<file path="config.mk">
export PLATFORM = sky130hd
export DESIGN_NAME = secded_word_codec
export DESIGN_NICKNAME = d
export VERILOG_FILES = /design/src/secded_pkg.sv /design/src/secded_word_codec.sv /design/src/secded_enc.sv /design/src/secded_corr.sv
export SDC_FILE = /design/constraint.sdc
export NUM_CORES = 1
export LEC_CHECK = 0
export ABC_AREA = 1
export BUFFER_PORTS_ARGS = -buffer_cell sky130_fd_sc_hd__buf_4
export CAP_MARGIN = 20
export CORE_ASPECT_RATIO = 1.2
export CORE_MARGIN = 2
export CORE_UTILIZATION = 35
export DETAILED_ROUTE_END_ITERATION = 12
export PLACE_DENSITY = 0.5
export RECOVER_POWER = 100
export SLEW_MARGIN = 25
export SYNTH_ARGS = -nofsm -noshare
export SYNTH_HDL_FRONTEND = slang
export SYNTH_HIERARCHICAL = 1
export SYNTH_SLANG_ARGS = --single-unit
</file>
<file path="constraint.sdc">
create_clock -name clk -period 5.4 [get_ports clk]
set_input_delay 0.27 -clock clk [delete_from_list [all_inputs] [get_ports clk]]
set_output_delay 0.27 -clock clk [all_outputs]
set_load 0.1 [all_outputs]
</file>
<file path="src/secded_pkg.sv">
// ----------------------------------------------------------------------------
// SECDED codec package
// Transaction types, code position table and status codes shared by the
// encoder, the corrector and the top level of the SECDED word codec.
// ----------------------------------------------------------------------------
`default_nettype none

package secded_pkg;

	// Request codes.
	localparam logic REQ_ENCODE = 1'b0;
	localparam logic REQ_DECODE = 1'b1;

	// Status codes.
	localparam logic [1:0] ST_CLEAN     = 2'd0;
	localparam logic [1:0] ST_CORRECTED = 2'd1;
	localparam logic [1:0] ST_UNCORR    = 2'd2;

	// Geometry of the code.
	localparam int unsigned DATA_W  = 32;
	localparam int unsigned POS_W   = 6;
	localparam int unsigned CHECK_W = 7;

	// Highest code position that carries a data bit.
	localparam logic [POS_W-1:0] CODE_LAST_POS = 6'd38;

	// Code position of each data bit, from data bit 0 upward.
	localparam logic [POS_W-1:0] CODE_POS [DATA_W] = '{
		6'd3,  6'd5,  6'd6,  6'd7,  6'd9,  6'd10, 6'd11, 6'd12,
		6'd13, 6'd14, 6'd15, 6'd17, 6'd18, 6'd19, 6'd20, 6'd21,
		6'd22, 6'd23, 6'd24, 6'd25, 6'd26, 6'd27, 6'd28, 6'd29,
		6'd30, 6'd31, 6'd33, 6'd34, 6'd35, 6'd36, 6'd37, 6'd38
	};

	// Request transaction.
	typedef struct packed {
		logic              req_type;
		logic [DATA_W-1:0] data_word;
		logic [7:0]        check_in;
	} cmd_t;

	// Result transaction.
	typedef struct packed {
		logic [DATA_W-1:0]  data_out;
		logic [CHECK_W-1:0] check_out;
		logic [1:0]         status;
	} rsp_t;

endpackage

`default_nettype wire

</file>
<file path="src/secded_word_codec.sv">
// ----------------------------------------------------------------------------
// SECDED word codec
// Hamming single-error-correct, double-error-detect codec for 32-bit words
// with a 7-bit check value.
// ----------------------------------------------------------------------------
// Usage:
//   A request transaction on cmd is taken at each rising edge where start is
//   high and busy is low. busy is always low, so a transaction may be
//   started in every cycle. An encode request returns the word unchanged
//   with its check value; a decode request returns the corrected word, the
//   check value of that word and a clean, corrected or uncorrectable status.
//   Each result appears on rsp for exactly one cycle with done high. The
//   request is registered, and the syndrome, correction and re-encode run
//   between that register and the result register that drives rsp.
//   Throughput is one transaction per cycle, set by that single
//   register-to-register pass.
//   Reset clears the valid flags of both stages, so no result is emitted
//   for requests in flight at reset. The receiver cannot stall: results are
//   never held back and must be taken in the cycle that done is high.
// ----------------------------------------------------------------------------
`default_nettype none

module secded_word_codec (
	input  wire logic              clk,
	input  wire logic              arst_n,
	input  wire logic              start,
	output logic                   busy,
	input  wire secded_pkg::cmd_t  cmd,
	output logic                   done,
	output secded_pkg::rsp_t       rsp
);

	secded_pkg::cmd_t                     cmd_s1;
	logic                                 valid_s1;
	logic [secded_pkg::DATA_W-1:0]        data_fix;
	logic [1:0]                           status_fix;
	logic [secded_pkg::CHECK_W-1:0]       check_fix;
	secded_pkg::rsp_t                     rsp_s2;
	logic                                 valid_s2;

	// The pipeline never holds off a request.
	assign busy = 1'b0;

	// Input register stage.
	always_ff @(posedge clk or negedge arst_n) begin
		if (!arst_n) begin
			valid_s1 <= 1'b0;
		end else begin
			valid_s1 <= start && !busy;
		end
	end

	always_ff @(posedge clk) begin
		if (start && !busy) begin
			cmd_s1 <= cmd;
		end
	end

	// Syndrome, classification and correction.
	secded_corr u_corr (
		.cmd      (cmd_s1),
		.data_fix (data_fix),
		.status   (status_fix)
	);

	// Check value of the word that leaves the block.
	secded_enc u_enc (
		.word  (data_fix),
		.check (check_fix)
	);

	// Result register stage.
	always_ff @(posedge clk or negedge arst_n) begin
		if (!arst_n) begin
			valid_s2 <= 1'b0;
		end else begin
			valid_s2 <= valid_s1;
		end
	end

	always_ff @(posedge clk) begin
		if (valid_s1) begin
			rsp_s2.data_out  <= data_fix;
			rsp_s2.check_out <= check_fix;
			rsp_s2.status    <= status_fix;
		end
	end

	assign done = valid_s2;
	assign rsp  = rsp_s2;

`ifndef SYNTHESIS
	// A result only follows a request taken one stage earlier.
	a_done_follows_req: assert property (@(posedge clk) disable iff (!arst_n)
		done |-> $past(valid_s1))
		else $error("result strobe without a request in the first stage");

	// Every result carries one of the three defined status codes.
	a_status_code: assert property (@(posedge clk) disable iff (!arst_n)
		done |-> (rsp.status == secded_pkg::ST_CLEAN ||
			rsp.status == secded_pkg::ST_CORRECTED ||
			rsp.status == secded_pkg::ST_UNCORR))
		else $error("undefined status code on result");

	// The emitted codeword always has even overall parity.
	a_even_parity: assert property (@(posedge clk) disable iff (!arst_n)
		done |-> ((^{rsp.data_out, rsp.check_out}) == 1'b0))
		else $error("result codeword has odd overall parity");

	// Encode passes the word through and reports clean.
	a_encode_clean: assert property (@(posedge clk) disable iff (!arst_n)
		(valid_s1 && cmd_s1.req_type == secded_pkg::REQ_ENCODE) |=>
		(rsp.status == secded_pkg::ST_CLEAN && rsp.data_out == $past(cmd_s1.data_word)))
		else $error("encode transaction altered the word or status");

	// An uncorrectable word leaves the block unchanged.
	a_uncorr_unchanged: assert property (@(posedge clk) disable iff (!arst_n)
		(valid_s1 && status_fix == secded_pkg::ST_UNCORR) |=>
		(rsp.data_out == $past(cmd_s1.data_word)))
		else $error("uncorrectable transaction altered the word");
`endif

endmodule

`default_nettype wire

</file>
<file path="src/secded_enc.sv">
// ----------------------------------------------------------------------------
// SECDED check generator
// Computes the six position check bits and the overall parity bit of a
// 32-bit data word as one flat XOR tree.
// ----------------------------------------------------------------------------
`default_nettype none

module secded_enc (
	input  wire logic [secded_pkg::DATA_W-1:0]  word,
	output logic      [secded_pkg::CHECK_W-1:0] check
);

	logic [secded_pkg::POS_W-1:0] pos_acc;

	// XOR of the code positions of all set data bits.
	always_comb begin
		pos_acc = '0;
		for (int i = 0; i < secded_pkg::DATA_W; i++) begin
			if (word[i]) begin
				pos_acc = pos_acc ^ secded_pkg::CODE_POS[i];
			end
		end
	end

	// Overall parity covers the data bits and the six check bits.
	assign check = {(^word) ^ (^pos_acc), pos_acc};

endmodule

`default_nettype wire

</file>
<file path="src/secded_corr.sv">
// ----------------------------------------------------------------------------
// SECDED syndrome and correction
// Compares a data word with its stored check byte, classifies the error
// and flips the single data bit that the syndrome points at.
// ----------------------------------------------------------------------------
`default_nettype none

module secded_corr (
	input  wire secded_pkg::cmd_t                 cmd,
	output logic [secded_pkg::DATA_W-1:0]         data_fix,
	output logic [1:0]                            status
);

	logic [secded_pkg::CHECK_W-1:0] calc_check;
	logic [secded_pkg::POS_W-1:0]   syndrome;
	logic                           mismatch;
	logic [secded_pkg::DATA_W-1:0]  flip_mask;

	// Check value recomputed from the word as it arrived.
	secded_enc u_enc (
		.word  (cmd.data_word),
		.check (calc_check)
	);

	// The overall mismatch folds the data parity, the stored check bits and
	// the stored parity bit; the recomputed check bits fold to the data parity.
	assign syndrome = calc_check[secded_pkg::POS_W-1:0]
		^ cmd.check_in[secded_pkg::POS_W-1:0];
	assign mismatch = ^(calc_check ^ cmd.check_in[secded_pkg::CHECK_W-1:0]);

	// One comparator per data bit; zero, powers of two and positions past
	// the last data bit match none of them.
	always_comb begin
		for (int i = 0; i < secded_pkg::DATA_W; i++) begin
			flip_mask[i] = (syndrome == secded_pkg::CODE_POS[i]);
		end
	end

	// Classify the transaction and apply the correction.
	always_comb begin
		status   = secded_pkg::ST_CLEAN;
		data_fix = cmd.data_word;
		if (cmd.req_type == secded_pkg::REQ_DECODE) begin
			if (cmd.check_in[7]) begin
				status = secded_pkg::ST_UNCORR;
			end else if (!mismatch) begin
				status = (syndrome == '0) ? secded_pkg::ST_CLEAN : secded_pkg::ST_UNCORR;
			end else if (syndrome > secded_pkg::CODE_LAST_POS) begin
				status = secded_pkg::ST_UNCORR;
			end else begin
				status   = secded_pkg::ST_CORRECTED;
				data_fix = cmd.data_word ^ flip_mask;
			end
		end
	end

endmodule

`default_nettype wire
</file>
## Word-level counts from Yosys, hierarchy flattened

Index checks and enable logic that the tools add are counted.

- Order comparisons: 1
- Eq/ne operators: 32
- Mux-type cells: 72
- Bitwise operators: 68
- Reductions and logical operators: 7

Operator list:

| operator | number |
|---|---|
| $mux 5 | 30 |
| $mux 32 | 4 |
| $eq 6x5->1 const B | 15 |
| $not 3->3 | 26 |
| $mux 6 | 12 |
| $reduce_xor 32->1 | 2 |
| $mux 4 | 14 |
| $eq 6x4->1 const B | 7 |
| $not 4->4 | 10 |
| $not 2->2 | 19 |
| $eq 6x6->1 const B | 6 |
| $xor 32x32->32 | 1 |
| $eq 6x3->1 const B | 3 |
| $mux 3 | 6 |
| $mux 2 | 6 |
| $reduce_xor 6->1 | 2 |
| $not 1->2 | 5 |
| $not 5->5 | 2 |
| $reduce_xor 7->1 | 1 |
| $xor 7x7->7 | 1 |
| $eq 6x2->1 const B | 1 |
| $gt 6x6->1 const B | 1 |
| $logic_not 6->1 | 1 |
| $xor 6x6->6 | 1 |
| other kinds (3) | 4 |

- Register bits after elaboration: 84
- Bits of input ports: 44
- Output and inout bits: 43

## Logic depth before layout (Yosys ltp)

- Depth after elaboration: 135
- Depth in mapped cells: 49

## Hierarchy

The synthesis kept the hierarchy.

Modules (own cells, without submodules):

| module | times used | cells each | area an instance (um^2) |
|---|---|---|---|
| secded_enc | 2 | 339 | 1483.9 |
| secded_word_codec | 1 | 86 | 2523.7 |
| secded_corr | 1 | 306 | 1551.5 |

## Worst setup path after synthesis

No wires, ideal clock.

- Kind: register -> register
- Start: reg cmd_s1[14] in the netlist's numbering
- End: reg rsp_s2 (netlist bit rsp[8]) (data pin)
- Setup time: 0.252 ns
- Data arrival time: 3.839 ns
- Required time: 5.148 ns
- Path slack: 1.308 ns
- Stages on the path, launching flop included: 43
- Buffers on the path: 1
- Cell sequence: edfxtp_1 > nor2_2 > nor2_1 > nand2_1 > nand2_1 > nand2_2 > nand2_1 > nand2_1 > nand2_2 > nor2_1 > nor2_2 > xnor2_1 > inv_1 > ha_1 > nand2_1 > inv_1 > nor2_1 > nand2_1 > [... 7 more ...] > nand2_1 > inv_1 > nand2_1 > nand2_1 > inv_1 > nand2_2 > nand2_1 > nand2_1 > nand3_1 > nand2_1 > nor2_1 > inv_1 > nand2_1 > nand2_1 > nand3_1 > nand2_1 > nand2_1 > nand2_1

RTL lines:

| what | RTL line | text |
|---|---|---|
| from (decl) | secded_word_codec.sv:33 | `secded_pkg::cmd_t cmd_s1;` |
| from (signal assigned) | secded_word_codec.sv:55 | `cmd_s1 <= cmd;` |
| $mux 4 (*) (2 in a row) | secded_enc.sv:19 | `if (word[i]) begin` |
| $not 3->3 (no line) | - |  |
| $mux 4 (*) (2 in a row) | secded_enc.sv:19 |  |
| $not 4->4 (no line) | - |  |
| $mux 4 (*) | secded_enc.sv:19 |  |
| $not 2->2 (no line) | - |  |
| $mux 5 (*) (2 in a row) | secded_enc.sv:19 |  |
| $not 3->3 (no line) | - |  |
| [... 28 more ...] | - |  |
| via u_corr.calc_check (one bit) | secded_corr.sv:14 | `logic [secded_pkg::CHECK_W-1:0] calc_check;` |
| [... 7 more ...] | - |  |
| via data_fix (one bit) | secded_word_codec.sv:35 | `logic [secded_pkg::DATA_W-1:0] data_fix;` |
| [... 10 more ...] | - |  |
| $not 3->3 (no line) | - |  |
| $mux 6 (2 in a row) | secded_enc.sv:19 |  |
| $not 3->3 (no line) or $mux 6 (tied branches) | - |  |
| $mux 6 or $not 3->3 (tied branches) | - |  |
| $mux 6 | secded_enc.sv:19 |  |
| $reduce_xor 6->1 | secded_enc.sv:26 | `assign check = {(^word) ^ (^pos_acc), pos_acc};` |
| $xor 1x1->1 (*) | secded_enc.sv:26 |  |
| via check_fix (one bit) | secded_word_codec.sv:37 | `logic [secded_pkg::CHECK_W-1:0] check_fix;` |
| to (decl) | secded_word_codec.sv:38 | `secded_pkg::rsp_t rsp_s2;` |

Mark *: on every way through the listed nets, which the timed path passes.
A chain may end at the register's enable or synchronous reset.

## Worst setup path after layout

- Start: reg cmd_s1[31] in the netlist's numbering
- End: reg rsp_s2 (netlist bit rsp[8]) (data pin)

RTL lines:

| what | RTL line |
|---|---|
| $mux 5 (*) | secded_enc.sv:19 |
| $not 4->4 (no line) | - |
| $mux 5 (*) | secded_enc.sv:19 |
| $not 5->5 (no line) | - |
| $mux 5 (*) | secded_enc.sv:19 |
| $mux 6 (*) (6 in a row) | secded_enc.sv:19 |
| via u_corr.calc_check (one bit) | secded_corr.sv:14 |
| branches (longest 4 deep; another with $gt 6x6->1) | - |
| [... 3 more ...] | - |
| via data_fix (one bit) | secded_word_codec.sv:35 |
| [... 39 more ...] | - |
| $mux 6 | secded_enc.sv:19 |
| $mux 6 or $not 3->3 (tied branches) | - |
| $not 3->3 (no line) or $mux 6 (tied branches) | - |
| $mux 6 or $not 3->3 (tied branches) | - |
| $mux 6 | secded_enc.sv:19 |
| $reduce_xor 6->1 | secded_enc.sv:26 |
| $xor 1x1->1 (*) | secded_enc.sv:26 |
| via check_fix (one bit) | secded_word_codec.sv:37 |

Marks and branches as above.

==> out/summary.txt <==
Outcome = finished, violations left
Failing checks = max-capacitance violations, max-slew violations
Worst EP arrival = 4.99 ns
Clk sinks = 84
Pre-Repair DR Iteration Count = 6
Top cells by area, synth = edfxtp_1 (35%), nand2_1 (26%), inv_1 (9.0%), nand3_1 (8.0%), xnor2_1 (2.7%)
Post-route ant nets = 0
Syn Area/Cell = 6.58 um2
# port buffers = 85
Final GP Congestion = 0.830
Tot GR Track Use = 0.188
Post-Syn Nets = 1121
Die H = 159 um
Die ar. = 0.0213 mm2
Final min period = 4.87 ns
CP delay by family, top = simple AND/OR/NAND/NOR gates
Crit Path Category = flip-flop to flip-flop
Reg-to-reg slack, setup = 0.53 ns
Post-synthesis compound-gate area fraction = 0.00888
Clk slew on worst S/H paths = 0.07 ns
Ports = 87
Via density = 4.64
Max-cap violations = 2
Vias in the first global route = 6050
CP endpoint kind = flip-flop
Vias = 6713
EDFF count, synth = 82
Area Growth Syn to Fin = 18.2%
Total routed wirelength = 19.6 mm
Most common library cells after synthesis = nand2_1 (488), inv_1 (169), nand3_1 (113)
Rows = 56
CP most frequent cell = nand2_1
Post-Synth Adder-Cell Area = 0.0124
Tcrit/Tclk final = 0.903
Cell Pwr Density = 429 mW/mm2
CP Launch Type = flip-flop
Critical-path top delay cell = edfxtp_1
Initial core utilization = 0.359
H-tree depth = 3
NetSw = 1770 uW
Core area = 0.0196 mm2
CTS Buffer Depth = 2
Synth top area share = 0.350
Finish-stage setup viols = 0
Fin cells = 1448
Global-route wire length before repair = 30.6 mm
Area occupied by multi-input gates = 0.00381 mm2
Layout Nets = 1233
CTS root buf = clkbuf_16
Initial drt markers = 395
Pint = 1800 uW
Post-synth top area cell = edfxtp_1
Largest net degree at the start of global routing = 43
Slew Viols, Final = 86
CTS Buf Count = 9
Crit path largest cell delay = 0.51 ns
Least-Margin Pin Slew = 2.31 ns
Post-Synth Simple-Gate Area = 0.466
Netlist cell types = 27
Clock skew = 0.00856 ns
Synth Register Bits = 84
Die X-Extent = 133 um
Top-count cell post-synth = nand2_1
Hold crit path type = input port to flip-flop
Hpwl dp = 16.1 mm
Net Sw Frac = 0.496
Ys flop type = edfxtp_1
Crit path buf inv count = 7
Wire length per cell = 13.6 um
Initial antenna violation count = 0
Crit-path max FO = 7
Peak Freq = 0.205 GHz
Post-Syn Area = 0.00704 mm2
Main combinational cell family by area after synthesis = simple AND/OR/NAND/NOR gates
Peak VDD IR = 0.175 mV
Post-route DRC = 0
Diode count = 0
Leak = 0.00443 uW
Grt total ovfl = 0
Sequential share of power = 0.243
Sequential cell area = 0.00251 mm2
Setup TNS = 0 ns
CTS tree = yes
YS warnings = 6
Placed Cells incl. Taps = 1413
Post-synthesis mux area share = 0
Synth Area in XOR/XNOR = 0.0510
Comb power frac = 0.562
FFs w/ async S/R, synth = 0.0238
Fill cells = 2137
Clk pwr share = 0.195
RSZ-0062 raised after global routing = no
Final hold vios = 0
Mapped Cells = 1070
Critical Path RT = 5.51 ns
Post-synthesis sequential area ratio = 0.357
Worst-Skew Late Latency = 0.36 ns
Slew HR = -0.539
Share of layout cells above drive strength 1 = 0.137
Final Util = 0.424
[worst paths after layout]
kind,from,to,depth (start not counted)
setup reg to reg,cmd_s1[31],rsp[8],37
max in group asynchronous,arst_n,valid_s1,2
hold reg to reg,cmd_s1[40],rsp[1],2
min in group asynchronous,arst_n,done,2
setup / recovery,cmd_s1[31],rsp[8],37
hold / removal,cmd[21],cmd_s1[21],1
[through the flow]
| stage | cell area [um2] | worst slack, ns | total power (uW) | hold WS, ns |
|---|---|---|---|---|
| finish | 8330 | 0.525 | 3570 | 0.103 |
| global route | 8330 | 0.00479 | 3830 | 0.0869 |
| CTS | 8320 | 0.377 | 3540 | 0.0647 |
| detailed placement | 7980 | 0.400 | 2830 | 0.0540 |
| global placement | 7980 | 0.448 | 2820 | 0.0530 |
| floorplan | 7040 | 1.31 | 2460 | -0.0256 |
[state kept, by name (all words and copies together) (netlist names)]
signal,count
done,1
rsp,41
cmd_s1,41
valid_s1,1
[metal layers]
layer / global-route usage / share of wire / vias up
li1: - / - / 3539
met1: 0.208 / 0.41 / 2997
met2: 0.349 / 0.52 / 139
met3: 0.0210 / 0.030 / 38
met4: 0.0972 / 0.039 / 0
met5: 0 / 0 / -
[kinds of logic (layout without fill, tap and decap cells)]
family / count (synthesis) / after routing
adders and majority gates: 7 / 7
DFF: 84 / 84
other: 1 / 1
AOI/OAI and AO/OA: 8 / 8
buffers and inverters: 187 / 304
and+or+nand+nor: 742 / 742
xor gates and xnor gates: 41 / 41
[timing repair]
action                                 CTS  global route
hold buffers                             1             0
setup buffers                            0            18
gates resized for setup                  0             6
setup endpoints to repair                0             1
endpoints found under the hold margin    2             0
[layout make-up]
class                   count  area share
well taps                 261      0.0392
clock buffers               9      0.0271
multi-input cells         799       0.458
flip-flops and latches     84       0.302
inverters                 179      0.0812
clock inverters             7      0.0125
repair buffers            109      0.0803
[power by group through the flow]
stage | clock network, uW | registers [uW] | logic [uW]
floorplan | 0 | 1220 | 1240
global placement | 0 | 889 | 1930
detailed placement | 0 | 889 | 1940
CTS | 721 | 875 | 1940
global route | 744 | 878 | 2210
finish | 695 | 868 | 2010
[worst register-to-register path: cells and delay by family, from the launching register on]
kind | cells | cell delay, ns
xor gates and xnor gates | 4 | 0.87
DFF | 1 | 0.51
adders and majority gates | 1 | 0.34
buffers and inverters | 7 | 0.39
and+or+nand+nor | 25 | 2.49
[cells in the final DEF, fill, tap and decap left out, types with 2 or more instances in the layout]
master     count
nand2_1      485
nand2_2       33
or2_1          2
inv_1        168
nor2_4         3
nor2_2        18
nor3_1         5
nand2_4       11
xor2_1        18
o21ai_4        2
o21ai_0        2
inv_6          4
clkbuf_1      44
bufinv_16      2
inv_2         10
dfrtp_1        2
nand3_2        2
xnor2_1       21
nand4_1       25
clkbuf_4      42
nand3b_1       7
edfxtp_1      82
nor2_1        37
o21ai_1        4
nand3_1      113
clkbuf_16      9
ha_1           7
buf_4         21
No activity file was read; power rests on OpenSTA's default activity.
